===== config.mk =====
export PLATFORM = sky130hd
export DESIGN_NAME = sensor_bitmap_event_queues
export DESIGN_NICKNAME = d
export VERILOG_FILES = /design/src/rtl/sbeq_pkg.sv /design/src/rtl/sensor_bitmap_event_queues.sv
export SDC_FILE = /design/constraint.sdc
export NUM_CORES = 2
export LEC_CHECK = 0
export ABC_AREA = 1
export ABC_CLOCK_PERIOD_IN_PS = 13600
export CORE_ASPECT_RATIO = 0.5
export CORE_MARGIN = 1.5
export CORE_UTILIZATION = 40
export CTS_CLUSTER_SIZE = 25
export DETAILED_ROUTE_END_ITERATION = 8
export DONT_BUFFER_PORTS = 1
export PLACE_DENSITY_LB_ADDON = 0.1
export SYNTH_ARGS = -nofsm -noshare
export SYNTH_HDL_FRONTEND = slang
export SYNTH_SLANG_ARGS = --single-unit

===== constraint.sdc =====
create_clock -name clk -period 13.6 [get_ports clk]
set_input_delay 0.68 -clock clk [delete_from_list [all_inputs] [get_ports clk]]
set_output_delay 0.68 -clock clk [all_outputs]
set_load 0.05 [all_outputs]

===== src/rtl/sbeq_pkg.sv =====
// Shared types and field layout for the sensor bitmap event queues.
`default_nettype none

package sbeq_pkg;

  // Request kinds carried on in_tuser.
  typedef enum logic [1:0] {
    FUNC_REPORT = 2'd0,
    FUNC_PUSH   = 2'd1,
    FUNC_POP    = 2'd2
  } func_t;

  // Result status carried in the low bits of out_tuser.
  typedef enum logic [1:0] {
    ST_OK         = 2'd0,
    ST_BAD_MODULE = 2'd1,
    ST_FULL       = 2'd2,
    ST_EMPTY      = 2'd3
  } status_t;

  // Input tdata layout, lowest bit first.
  localparam int IN_IDX_LSB  = 0;
  localparam int IN_IDX_W    = 4;
  localparam int IN_BYTE_LSB = IN_IDX_LSB + IN_IDX_W;
  localparam int IN_BYTE_W   = 8;
  localparam int IN_CODE_LSB = IN_BYTE_LSB + IN_BYTE_W;
  localparam int IN_CODE_W   = 3;
  localparam int IN_NUM_LSB  = IN_CODE_LSB + IN_CODE_W;
  localparam int IN_NUM_W    = 8;
  localparam int IN_TDATA_W  = 24;
  localparam int IN_TUSER_W  = 2;

  // Output tdata layout, lowest bit first.
  localparam int OUT_MOD_W    = 3;
  localparam int OUT_NUM_W    = 8;
  localparam int OUT_TDATA_W  = 16;
  localparam int OUT_TUSER_W  = 3;
  localparam int OUT_FOUND_BIT = 2;

endpackage

`default_nettype wire


===== src/rtl/sensor_bitmap_event_queues.sv =====
// Top level: per-module sensor event FIFOs held in one shared memory.
`default_nettype none

// The block keeps one FIFO of sensor numbers for each sensor module, all
// FIFOs sharing a single synchronous memory of NUM_MODULES*FIFO_DEPTH bytes
// with a registered read. Three request kinds arrive on the input
// stream: a report byte unpacks a bitmap and pushes one sensor number per set
// bit (bit 7 first), a direct push queues one number, and a pop returns the
// oldest event of the first non-empty module in fixed order, module A first.
// Every request yields exactly one result. Requests are handled one at a time
// by a small sequencer around the single memory port. A report byte passes
// the report state, one memory write slot per bitmap bit, eight in all; a
// direct push the push state; a pop that finds an event the pop state (memory
// read) and the pop data state (its registered data); a pop of empty queues
// the pop state; a request naming a missing module or the unused kind goes
// straight to the finish state. A stalled output holds the sequencer there,
// although the next request is accepted while a finished result still sits
// in the output register. The memory needs no clearing after reset: every
// read is guarded by the per-module fill count, which reset clears.
module sensor_bitmap_event_queues #(
  parameter int NUM_MODULES = 5,
  parameter int FIFO_DEPTH  = 32
) (
  input  wire logic        clk,
  input  wire logic        rst_n,
  input  wire logic        in_tvalid,
  output logic             in_tready,
  // byte_index[3:0], byte_value[11:4], module_code[14:12],
  // sensor_number[22:15], zero pad [23]
  input  wire logic [sbeq_pkg::IN_TDATA_W-1:0]  in_tdata,
  // func[1:0]
  input  wire logic [sbeq_pkg::IN_TUSER_W-1:0]  in_tuser,
  output logic             out_tvalid,
  input  wire logic        out_tready,
  // module_out[2:0], number_out[10:3], zero pad [15:11]
  output logic [sbeq_pkg::OUT_TDATA_W-1:0] out_tdata,
  // status[1:0], found[2]
  output logic [sbeq_pkg::OUT_TUSER_W-1:0] out_tuser
);

  localparam int MW        = (NUM_MODULES > 1) ? $clog2(NUM_MODULES) : 1;
  localparam int PW        = $clog2(FIFO_DEPTH);
  localparam int CW        = $clog2(FIFO_DEPTH + 1);
  localparam int DEPTH_ALL = NUM_MODULES * FIFO_DEPTH;
  localparam int AW        = $clog2(DEPTH_ALL);

  typedef enum logic [2:0] {
    S_IDLE,
    S_REPORT,
    S_PUSH,
    S_POP,
    S_POP_DATA,
    S_FINISH
  } state_t;

  // Input fields.
  logic [sbeq_pkg::IN_IDX_W-1:0]  in_byte_index;
  logic [sbeq_pkg::IN_BYTE_W-1:0] in_byte_value;
  logic [sbeq_pkg::IN_CODE_W-1:0] in_module_code;
  logic [sbeq_pkg::IN_NUM_W-1:0]  in_sensor_number;
  logic [7:0]                     idx_mod_ext;
  logic [7:0]                     code_ext;

  assign in_byte_index    = in_tdata[sbeq_pkg::IN_IDX_LSB +: sbeq_pkg::IN_IDX_W];
  assign in_byte_value    = in_tdata[sbeq_pkg::IN_BYTE_LSB +: sbeq_pkg::IN_BYTE_W];
  assign in_module_code   = in_tdata[sbeq_pkg::IN_CODE_LSB +: sbeq_pkg::IN_CODE_W];
  assign in_sensor_number = in_tdata[sbeq_pkg::IN_NUM_LSB +: sbeq_pkg::IN_NUM_W];
  assign idx_mod_ext      = 8'(in_byte_index[3:1]);
  assign code_ext         = 8'(in_module_code);

  // Sequencer state.
  state_t                  state_r, state_nxt;
  logic [MW-1:0]           cur_mod_r, cur_mod_nxt;
  logic                    half_r, half_nxt;
  logic [7:0]              bits_r, bits_nxt;
  logic [2:0]              bit_cnt_r, bit_cnt_nxt;
  logic [7:0]              num_r, num_nxt;

  // Per-module queue pointers.
  logic [PW-1:0]           head_r  [NUM_MODULES];
  logic [PW-1:0]           head_nxt[NUM_MODULES];
  logic [PW-1:0]           tail_r  [NUM_MODULES];
  logic [PW-1:0]           tail_nxt[NUM_MODULES];
  logic [CW-1:0]           count_r  [NUM_MODULES];
  logic [CW-1:0]           count_nxt[NUM_MODULES];

  // Pending result and output register.
  sbeq_pkg::status_t       res_status_r, res_status_nxt;
  logic                    res_found_r, res_found_nxt;
  logic [2:0]              res_mod_r, res_mod_nxt;
  logic [7:0]              res_num_r, res_num_nxt;
  logic                    out_tvalid_r, out_tvalid_nxt;
  logic [sbeq_pkg::OUT_TDATA_W-1:0] out_tdata_r, out_tdata_nxt;
  logic [sbeq_pkg::OUT_TUSER_W-1:0] out_tuser_r, out_tuser_nxt;

  // Memory port.
  logic [7:0]              mem [DEPTH_ALL];
  logic                    mem_we;
  logic                    mem_re;
  logic [AW-1:0]           mem_addr;
  logic [7:0]              mem_wdata;
  logic [7:0]              mem_rdata_r;

  // Pop scan: first module with a non-zero fill count.
  logic                    pop_any;
  logic [MW-1:0]           pop_idx;
  logic [MW-1:0]           sel_mod;
  logic                    sel_full;
  logic [AW-1:0]           sel_base;
  logic [7:0]              pop_idx_ext;

  always_comb begin
    pop_any = 1'b0;
    pop_idx = '0;
    for (int m = NUM_MODULES - 1; m >= 0; m--) begin
      if (count_r[m] != '0) begin
        pop_any = 1'b1;
        pop_idx = MW'(m);
      end
    end
  end

  assign pop_idx_ext = 8'(pop_idx);
  assign sel_mod     = (state_r == S_POP) ? pop_idx : cur_mod_r;
  assign sel_full    = (count_r[sel_mod] == CW'(FIFO_DEPTH));
  assign sel_base    = AW'(int'(sel_mod) * FIFO_DEPTH);

  assign in_tready  = (state_r == S_IDLE);
  assign out_tvalid = out_tvalid_r;
  assign out_tdata  = out_tdata_r;
  assign out_tuser  = out_tuser_r;

  always_comb begin
    state_nxt      = state_r;
    cur_mod_nxt    = cur_mod_r;
    half_nxt       = half_r;
    bits_nxt       = bits_r;
    bit_cnt_nxt    = bit_cnt_r;
    num_nxt        = num_r;
    head_nxt       = head_r;
    tail_nxt       = tail_r;
    count_nxt      = count_r;
    res_status_nxt = res_status_r;
    res_found_nxt  = res_found_r;
    res_mod_nxt    = res_mod_r;
    res_num_nxt    = res_num_r;
    out_tvalid_nxt = out_tvalid_r && !out_tready;
    out_tdata_nxt  = out_tdata_r;
    out_tuser_nxt  = out_tuser_r;
    mem_we         = 1'b0;
    mem_re         = 1'b0;
    mem_addr       = '0;
    mem_wdata      = '0;

    unique case (state_r)
      S_IDLE: begin
        if (in_tvalid) begin
          res_status_nxt = sbeq_pkg::ST_OK;
          res_found_nxt  = 1'b0;
          res_mod_nxt    = '0;
          res_num_nxt    = '0;
          unique case (in_tuser)
            sbeq_pkg::FUNC_REPORT: begin
              if (int'(idx_mod_ext) >= NUM_MODULES) begin
                res_status_nxt = sbeq_pkg::ST_BAD_MODULE;
                state_nxt      = S_FINISH;
              end else begin
                cur_mod_nxt = idx_mod_ext[MW-1:0];
                half_nxt    = in_byte_index[0];
                bits_nxt    = in_byte_value;
                bit_cnt_nxt = '0;
                state_nxt   = S_REPORT;
              end
            end
            sbeq_pkg::FUNC_PUSH: begin
              if (int'(code_ext) >= NUM_MODULES) begin
                res_status_nxt = sbeq_pkg::ST_BAD_MODULE;
                state_nxt      = S_FINISH;
              end else begin
                cur_mod_nxt = code_ext[MW-1:0];
                num_nxt     = in_sensor_number;
                state_nxt   = S_PUSH;
              end
            end
            sbeq_pkg::FUNC_POP: begin
              state_nxt = S_POP;
            end
            default: begin
              // Unused request kind: nothing changes, an all-zero result.
              state_nxt = S_FINISH;
            end
          endcase
        end
      end

      S_REPORT: begin
        // One bitmap bit per cycle, most significant first.
        if (bits_r[7]) begin
          if (sel_full) begin
            res_status_nxt = sbeq_pkg::ST_FULL;
          end else begin
            mem_we              = 1'b1;
            mem_addr            = sel_base + AW'(tail_r[sel_mod]);
            mem_wdata           = 8'({half_r, bit_cnt_r}) + 8'd1;
            tail_nxt[sel_mod]   = (tail_r[sel_mod] == PW'(FIFO_DEPTH - 1)) ?
                                  '0 : tail_r[sel_mod] + 1'b1;
            count_nxt[sel_mod]  = count_r[sel_mod] + 1'b1;
          end
        end
        bits_nxt    = {bits_r[6:0], 1'b0};
        bit_cnt_nxt = bit_cnt_r + 3'd1;
        if (bit_cnt_r == 3'd7) begin
          state_nxt = S_FINISH;
        end
      end

      S_PUSH: begin
        if (sel_full) begin
          res_status_nxt = sbeq_pkg::ST_FULL;
        end else begin
          mem_we             = 1'b1;
          mem_addr           = sel_base + AW'(tail_r[sel_mod]);
          mem_wdata          = num_r;
          tail_nxt[sel_mod]  = (tail_r[sel_mod] == PW'(FIFO_DEPTH - 1)) ?
                               '0 : tail_r[sel_mod] + 1'b1;
          count_nxt[sel_mod] = count_r[sel_mod] + 1'b1;
        end
        state_nxt = S_FINISH;
      end

      S_POP: begin
        if (!pop_any) begin
          res_status_nxt = sbeq_pkg::ST_EMPTY;
          state_nxt      = S_FINISH;
        end else begin
          mem_re             = 1'b1;
          mem_addr           = sel_base + AW'(head_r[sel_mod]);
          head_nxt[sel_mod]  = (head_r[sel_mod] == PW'(FIFO_DEPTH - 1)) ?
                               '0 : head_r[sel_mod] + 1'b1;
          count_nxt[sel_mod] = count_r[sel_mod] - 1'b1;
          res_found_nxt      = 1'b1;
          res_mod_nxt        = pop_idx_ext[2:0];
          state_nxt          = S_POP_DATA;
        end
      end

      S_POP_DATA: begin
        res_num_nxt = mem_rdata_r;
        state_nxt   = S_FINISH;
      end

      S_FINISH: begin
        // Hand the result over once the output register is free.
        if (!out_tvalid_r || out_tready) begin
          out_tvalid_nxt = 1'b1;
          out_tdata_nxt  = {5'b0, res_num_r, res_mod_r};
          out_tuser_nxt  = {res_found_r, res_status_r};
          state_nxt      = S_IDLE;
        end
      end

      default: begin
        state_nxt = S_IDLE;
      end
    endcase
  end

  always_ff @(posedge clk) begin
    if (!rst_n) begin
      state_r      <= S_IDLE;
      out_tvalid_r <= 1'b0;
      bit_cnt_r    <= '0;
      for (int m = 0; m < NUM_MODULES; m++) begin
        head_r[m]  <= '0;
        tail_r[m]  <= '0;
        count_r[m] <= '0;
      end
    end else begin
      state_r      <= state_nxt;
      out_tvalid_r <= out_tvalid_nxt;
      bit_cnt_r    <= bit_cnt_nxt;
      head_r       <= head_nxt;
      tail_r       <= tail_nxt;
      count_r      <= count_nxt;
    end
    cur_mod_r    <= cur_mod_nxt;
    half_r       <= half_nxt;
    bits_r       <= bits_nxt;
    num_r        <= num_nxt;
    res_status_r <= res_status_nxt;
    res_found_r  <= res_found_nxt;
    res_mod_r    <= res_mod_nxt;
    res_num_r    <= res_num_nxt;
    out_tdata_r  <= out_tdata_nxt;
    out_tuser_r  <= out_tuser_nxt;
  end

  // Queue storage: one port, write or registered read.
  always_ff @(posedge clk) begin
    if (mem_we) begin
      mem[mem_addr] <= mem_wdata;
    end
    if (mem_re) begin
      mem_rdata_r <= mem[mem_addr];
    end
  end

endmodule

`default_nettype wire


# Word level (Yosys, flattened, before mapping)
# Memories as Yosys holds them, arrays and structs flattened. A register that Yosys moved wholly into a read port is not among the register bits.
# Index checks and enable logic that the tools add are counted.
dict set report word_totals {
  regBits 135
  ramBits 1280
  in_bits 30
  out_inout_bits 21
  mem_count 1
}
# name words word_bits read_ports rd_ports_with_merged_regs wr line
set mem_list {}
lappend mem_list {mem 160 8 1 1 1 sensor_bitmap_event_queues.sv:97} ;# logic [7:0] mem [DEPTH_ALL];
dict set report op_classes {
  add_sub_neg 8
  n_lt_le_gt_ge 4
  eq_ne 21
  mux 89
  bitwise 3
  reduce_logical 32
}
# cell n
set ops {}
lappend ops {{two-way mux 30 bit} 3}
lappend ops {{one-hot mux 30 bit (3 select lines)} 1}
lappend ops {{two-way mux 8 bit} 8}
lappend ops {{bitwise mux 30 bit} 2}
lappend ops {{two-way mux 3 bit} 18}
lappend ops {{bitwise mux 25 bit} 2}
lappend ops {{two-way mux 25 bit} 2}
lappend ops {{one-hot mux 25 bit (2 select lines)} 1}
lappend ops {{one-hot mux 8 bit (2 select lines)} 3}
lappend ops {{two-way mux 5 bit} 9}
lappend ops {{binary-select mux 5 bit (select 3 bit)} 2}
lappend ops {{nonzero test 6 bit} 5}
lappend ops {{one-hot mux 8 bit (3 select lines)} 1}
lappend ops {{binary-select mux 6 bit (select 3 bit)} 1}
lappend ops {{demux 6 bit (select 3 bit)} 1}
lappend ops {{two-way mux 1 bit} 18}
lappend ops {{two-way mux 6 bit} 3}
lappend ops {{inequality test 2 bit, second input constant} 9}
lappend ops {{one-hot mux 3 bit (2 select lines)} 3}
lappend ops {{adder 8 x 5 -> 8 bit} 2}
lappend ops {{AND reduction 4 bit} 4}
lappend ops {{demux 5 bit (select 3 bit)} 1}
lappend ops {{one-hot mux 3 bit (5 select lines)} 1}
lappend ops {{adder 5 x 1 -> 5 bit, second input constant} 2}
lappend ops {{33 further kinds} 55}

# Longest topological paths before layout
dict set report logic_depth {
  word_depth 17
  ltp_mapped 36
  depth_no_buf 32
}

# Worst setup path before layout
# OpenSTA, ideal clock, no wires.
dict set report synth_timing {
  kind {reg2reg}
  from {reg count_r[26] (netlist name)}
  to {mem mem[0][0] (data pin)}
  t_arrival_ps 8591
  required_time_ps 12156
  setup_slack_ps 3565
  stages_incl_launch_ff 19
  n_path_buf 2
  path_cell_list {dfxtp_1 -> nor2_1 -> nand3_2 -> nor2_2 -> nand3_1 -> nand2_2 -> nor2_4 -> nand2_1 -> buf_4 -> o22ai_1 -> nor3_1 -> inv_1 -> ha_1 -> nand2_1 -> nor2_2 -> nand2_1 -> buf_4 -> nand2_1 -> o21ai_0}
}
dict set report synth_via {
  elab_chain_len 11
  elab_cells_between_ends 12
  cone_classes {1 x eq/ne; 9 x mux; 1 x bitwise; 1 x reduce/logical}
}
# item line
set synth_rtl {}
lappend synth_rtl {{start: declaration} sensor_bitmap_event_queues.sv:84} ;# logic [CW-1:0] count_r [NUM_MODULES];
lappend synth_rtl {{start signal: assignment} sensor_bitmap_event_queues.sv:284} ;# count_r <= count_nxt;
lappend synth_rtl {{nonzero test 6 bit} sensor_bitmap_event_queues.sv:116} ;# if (count_r[m] != '0) begin
lappend synth_rtl {{two-way mux 3 bit} sensor_bitmap_event_queues.sv:116}
lappend synth_rtl {{two-way mux 3 bit} sensor_bitmap_event_queues.sv:124} ;# assign sel_mod = (state_r == S_POP) ? pop_idx : cur_mod_r;
lappend synth_rtl {{NOT 3 -> 4 bit (implied by the code)} sensor_bitmap_event_queues.sv:125} ;# assign sel_full = (count_r[sel_mod] == CW'(FIFO_DEPTH));
lappend synth_rtl {{binary-select mux 6 bit (select 3 bit) (*)} sensor_bitmap_event_queues.sv:125}
lappend synth_rtl {{two-way mux 6 bit (implied by the code) (*) (2 in series)} sensor_bitmap_event_queues.sv:125}
lappend synth_rtl {{== test 6 bit (*)} sensor_bitmap_event_queues.sv:125}
lappend synth_rtl {{two-way mux 5 bit} sensor_bitmap_event_queues.sv:199} ;# if (sel_full) begin
lappend synth_rtl {{two-way mux 5 bit} sensor_bitmap_event_queues.sv:198} ;# if (bits_r[7]) begin
lappend synth_rtl {{one-hot mux 8 bit (2 select lines) (*)} sensor_bitmap_event_queues.sv:155} ;# unique case (state_r)
lappend synth_rtl {{via mem_wdata[0]} sensor_bitmap_event_queues.sv:101} ;# logic [7:0] mem_wdata;
lappend synth_rtl {{end: declaration} sensor_bitmap_event_queues.sv:97}
# Mark *: on every way through the listed nets, which the timed path passes. The rest lies on a longest branch. The select of a mux whose other input is x is not followed.

# Final worst setup path
dict set report layout_timing {
  from {reg count_r[25] (netlist name)}
  to {mem mem[5][2], enable pin}
}
dict set report layout_via {
  elab_chain_len 13
  elab_cells_between_ends 26
  cone_classes {2 x add/sub; 1 x eq/ne; 21 x mux; 1 x bitwise; 1 x reduce/logical}
}
# item
set layout_rtl {}
lappend layout_rtl {{branches (longest 13 deep; another with adder 8 x 5 -> 8 bit)}}
# Several ways; the timed one is not identified. The select of a mux whose other input is x is not followed.

==> impl_metrics.toml <==
[run_status]
run_status = "complete, no violations"

[global_route]
grt_pass1_wl_mm = 258
grt_usage = 0.234
antenna_found_initial = 6
overflow = 0
grt_pass1_vias = 37523
grt_max_degree = 161

[hold_path]
hold_depth = 2
hold_path.class = "in2reg"
hp-start = "rst_n"
min_to = "head_r[17]"

[synth]
synth_area_um2 = 59300
ys_types = 49
synth_seq_area_share = 0.706
ys_ff_latch = 1423
ys_warn_count = 0
synth.avg_cell_area_um2 = 10.7
syn-instance-count = 5562

[die]
die_area_um2 = 151000
initial_core_util = 0.405
row_count = 99
die_w_um = 547
num_io_pins = 51
core_area_um2 = 146000
die_h_um = 275

[job]
cap_viol_max_count = 0

[timing]
setup_viol = 0
drv_slew = 0
skew_ns = 0.0338
max_freq_ghz = 0.119
timing.setup.tns_ns = 0
rsz0062_at_grt = "no"
tightest_slew_ns = 1.33
relSlewSlack = 0.110
finalHoldViolCount = 0
fin_ws_ns = 5.18
finalCritPeriodShare = 0.619
period_minus_slack_ns = 8.42

[clock_tree]
clock_path_buffers = 3
numCtsBuffers = 138
cts_tree = "done"
clk_pin_slew_ns = 0.06
clk_latency_ns = 0.78
clockRootBuffer = "clkbuf_16"
htree_levels = 4
cts.sinks = 1423

[detailed_routing]
wl_per_cell_um = 23.4
finalWirelength_mm = 178
ant_nets = 0
via_per_inst = 5.25
drc = 0
via_count = 39896
drt_iter0_drc = 4248
dr.pass1.iters = 6

[critical_path]
crit_buf_inv = 5
ff2ff_setup_slack_ns = 5.18
cp_slowest_cell = "nor2_1"
cpLargestDelayFamily = "simple AND/OR/NAND/NOR gates"
cp_max_fo = 119
startpoint_type = "flop"
r2r_start = "count_r[25]"
cp-end-kind = "flop"
r2r_cells = 23
rr_endpoint = "mem[5][2]"
critical_path_class = "reg2reg"
cp_cell_sequence = "nor2_1, nand3_2, nor2_2, nand3b_4, nand2_4, inv_4, nand2_1, o22ai_1, nor3_1, inv_1, ha_1, nand2_1, nor2_2, nand2_1, nand4_1, buf_4, nand3_4, buf_4, buf_12, nand2_1, nor2_1, nand2_1, nor2_1"
cp-startpoint = "count_r[25]"
max_stage_delay_ns = 0.99
cp_data_required_time_ns = 13.97
crit_path_frequent_cell = "nand2_1"
crit_arrival_ns = 8.80

[final_layout]
diodes = 0
nets = 5558
layout-drive-gt1-share = 0.0618
syn2layout_area_growth_pct = 10.8

[power]
p_leak_nw = 24.5
finalPower_mw = 10.6
power_density_nw_per_um2 = 161
irDropWorstVdd_v = 0.000120

[placed_design]
dp_hpwl_mm = 102
pre_cts_ws_ns = 5.19
port_buffers = 0
place.gp.congestion = 0.853
## Yosys cell counts, drive strengths merged
cell    count  area [um2]
dfxtp      87        1740
nand3     261        1320
o221ai      1        8.76
nor2b       1        6.26
conb        1        3.75
a221o       2        20.0
a22oi      24         180
clkinv      1        3.75
o21ai     145         726
xor2        5        43.8
clkbuf     59         221
ha          8         100
o21bai      1        7.51
a21boi      1        7.51
xnor2       1        8.76
a211oi      2        15.0
buf       212        1250
nor2      414        1660
a2111o      1        11.3
or2         4        25.0
a21oi     146         734
o22ai       9        56.3
edfxtp   1336       40100
inv       126         478
nor4        3        33.8
nand4      72         450
nand3b      4        42.5
nor3b       1        7.51
o41ai       1        8.76
nand2    2612        9860
nor3       20         105
a221oi      1        8.76
## repair_timing
item                      in CTS  in global routing
hold endpoints to repair      12                  0
setup buffers                  0                  0
resized for setup              0                  0
hold buffers                  11                  0
## worst register-to-register path: stages, from the launching register on
cell and delay (ns):
dfxtp_1 0.32, nor2_1 0.27, nand3_2 0.16, nor2_2 0.20
nand3b_4 0.18, nand2_4 0.21, inv_4 0.11, nand2_1 0.49
o22ai_1 0.17, nor3_1 0.44, inv_1 0.15, ha_1 0.25
nand2_1 0.08, nor2_2 0.05, nand2_1 0.31, nand4_1 0.14
buf_4 0.40, nand3_4 0.42, buf_4 0.68, buf_12 0.65
nand2_1 0.46, nor2_1 0.22, nand2_1 0.68, nor2_1 1.00
## stage by stage
| step | hold slack [ns] | instance area [um2] | util | instances |
|---|---|---|---|---|
| after floorplan | 0.400 | 59300 | - | 5566 |
| after global placement | 0.401 | 61100 | 0.417 | 7338 |
| after detailed placement | 0.408 | 61100 | 0.417 | 7338 |
| after CTS | 0.00250 | 65700 | 0.448 | 7596 |
| after global routing | 0.0350 | 65700 | 0.448 | 7596 |
| final | 0.0595 | 65700 | 0.448 | 7596 |
## power breakdown
| group | internal [mW] | total (mW) | switching [mW] |
|---|---|---|---|
| Clock | 2.19 | 3.88 | 1.69 |
| Sequential | 4.97 | 5.02 | 0.0474 |
| Combinational | 0.356 | 1.66 | 1.30 |
## layer usage
metal | track usage | vias up | share of wire
li1 | - | 18591 | -
met1 | 0.347 | 19906 | 0.47
met2 | 0.359 | 1200 | 0.44
met3 | 0.0420 | 199 | 0.070
met4 | 0.0525 | 0 | 0.017
met5 | 0 | - | 0
## state kept, by name, indices dropped and copies added (netlist names)
register / count
res_mod_r: 3
res_found_r: 1
res_status_r: 2
bit_cnt_r: 3
out_tuser: 3
count_r: 30
out_tvalid: 1
mem_rdata_r: 8
head_r: 25
out_tdata: 11
state_r: 3
mem: 1280
bits_r: 8
half_r: 1
tail_r: 25
num_r: 8
res_num_r: 8
cur_mod_r: 3
## cell usage in the layout (no fill, tap or decap), types with 4 or more instances in the layout
cell type and instances:
a21oi_1 144, a22oi_1 24, buf_12 8, buf_4 66, bufinv_16 11, clkbuf_1 32
clkbuf_16 147, clkinv_1 30, clkinv_2 19, conb_1 5, dfxtp_1 87, dlygate4sd3_1 11
edfxtp_1 1336, ha_1 8, inv_1 105, inv_2 18, inv_6 4, nand2_1 2596
nand2_2 12, nand3_1 252, nand3_2 7, nand4_1 72, nor2_1 387, nor2_2 12
nor2_4 13, nor3_1 18, o21ai_0 117, o21ai_1 23, o21ai_4 5, o22ai_1 9
xor2_1 5
## how the worst max path moves through the flow
stage	end	slack (ns)	cells after the start
finish	mem[5][2]	5.18	23
global route	mem[46][3]	4.70	23
CTS	mem[117][3]	5.17	23
detailed placement	mem[117][3]	5.19	23
global placement	mem[14][3]	5.32	23
floorplan	mem[0][0]	3.57	18
## logic make-up after synthesis
group / after synthesis / synth area share
adders and majority gates: 8 / 0.00169
and+or+nand+nor: 3392 / 0.228
AOI/OAI and AO/OA: 334 / 0.0301
other: 1 / 0.0000633
xor gates and xnor gates: 6 / 0.000887
buffers and inverters: 398 / 0.0330
DFF: 1423 / 0.706
## cell type report
cell class	instances	area, um2
Clock buffer	180	3810
Tap cell	1969	2460
Sequential cell	1423	41900
Timing Repair Buffer	85	766
Fill cell	13733	80800
Clock inverter	67	624
Inverter	127	483
Multi-Input combinational cell	3745	15700
No activity file was read; power rests on OpenSTA's default activity.
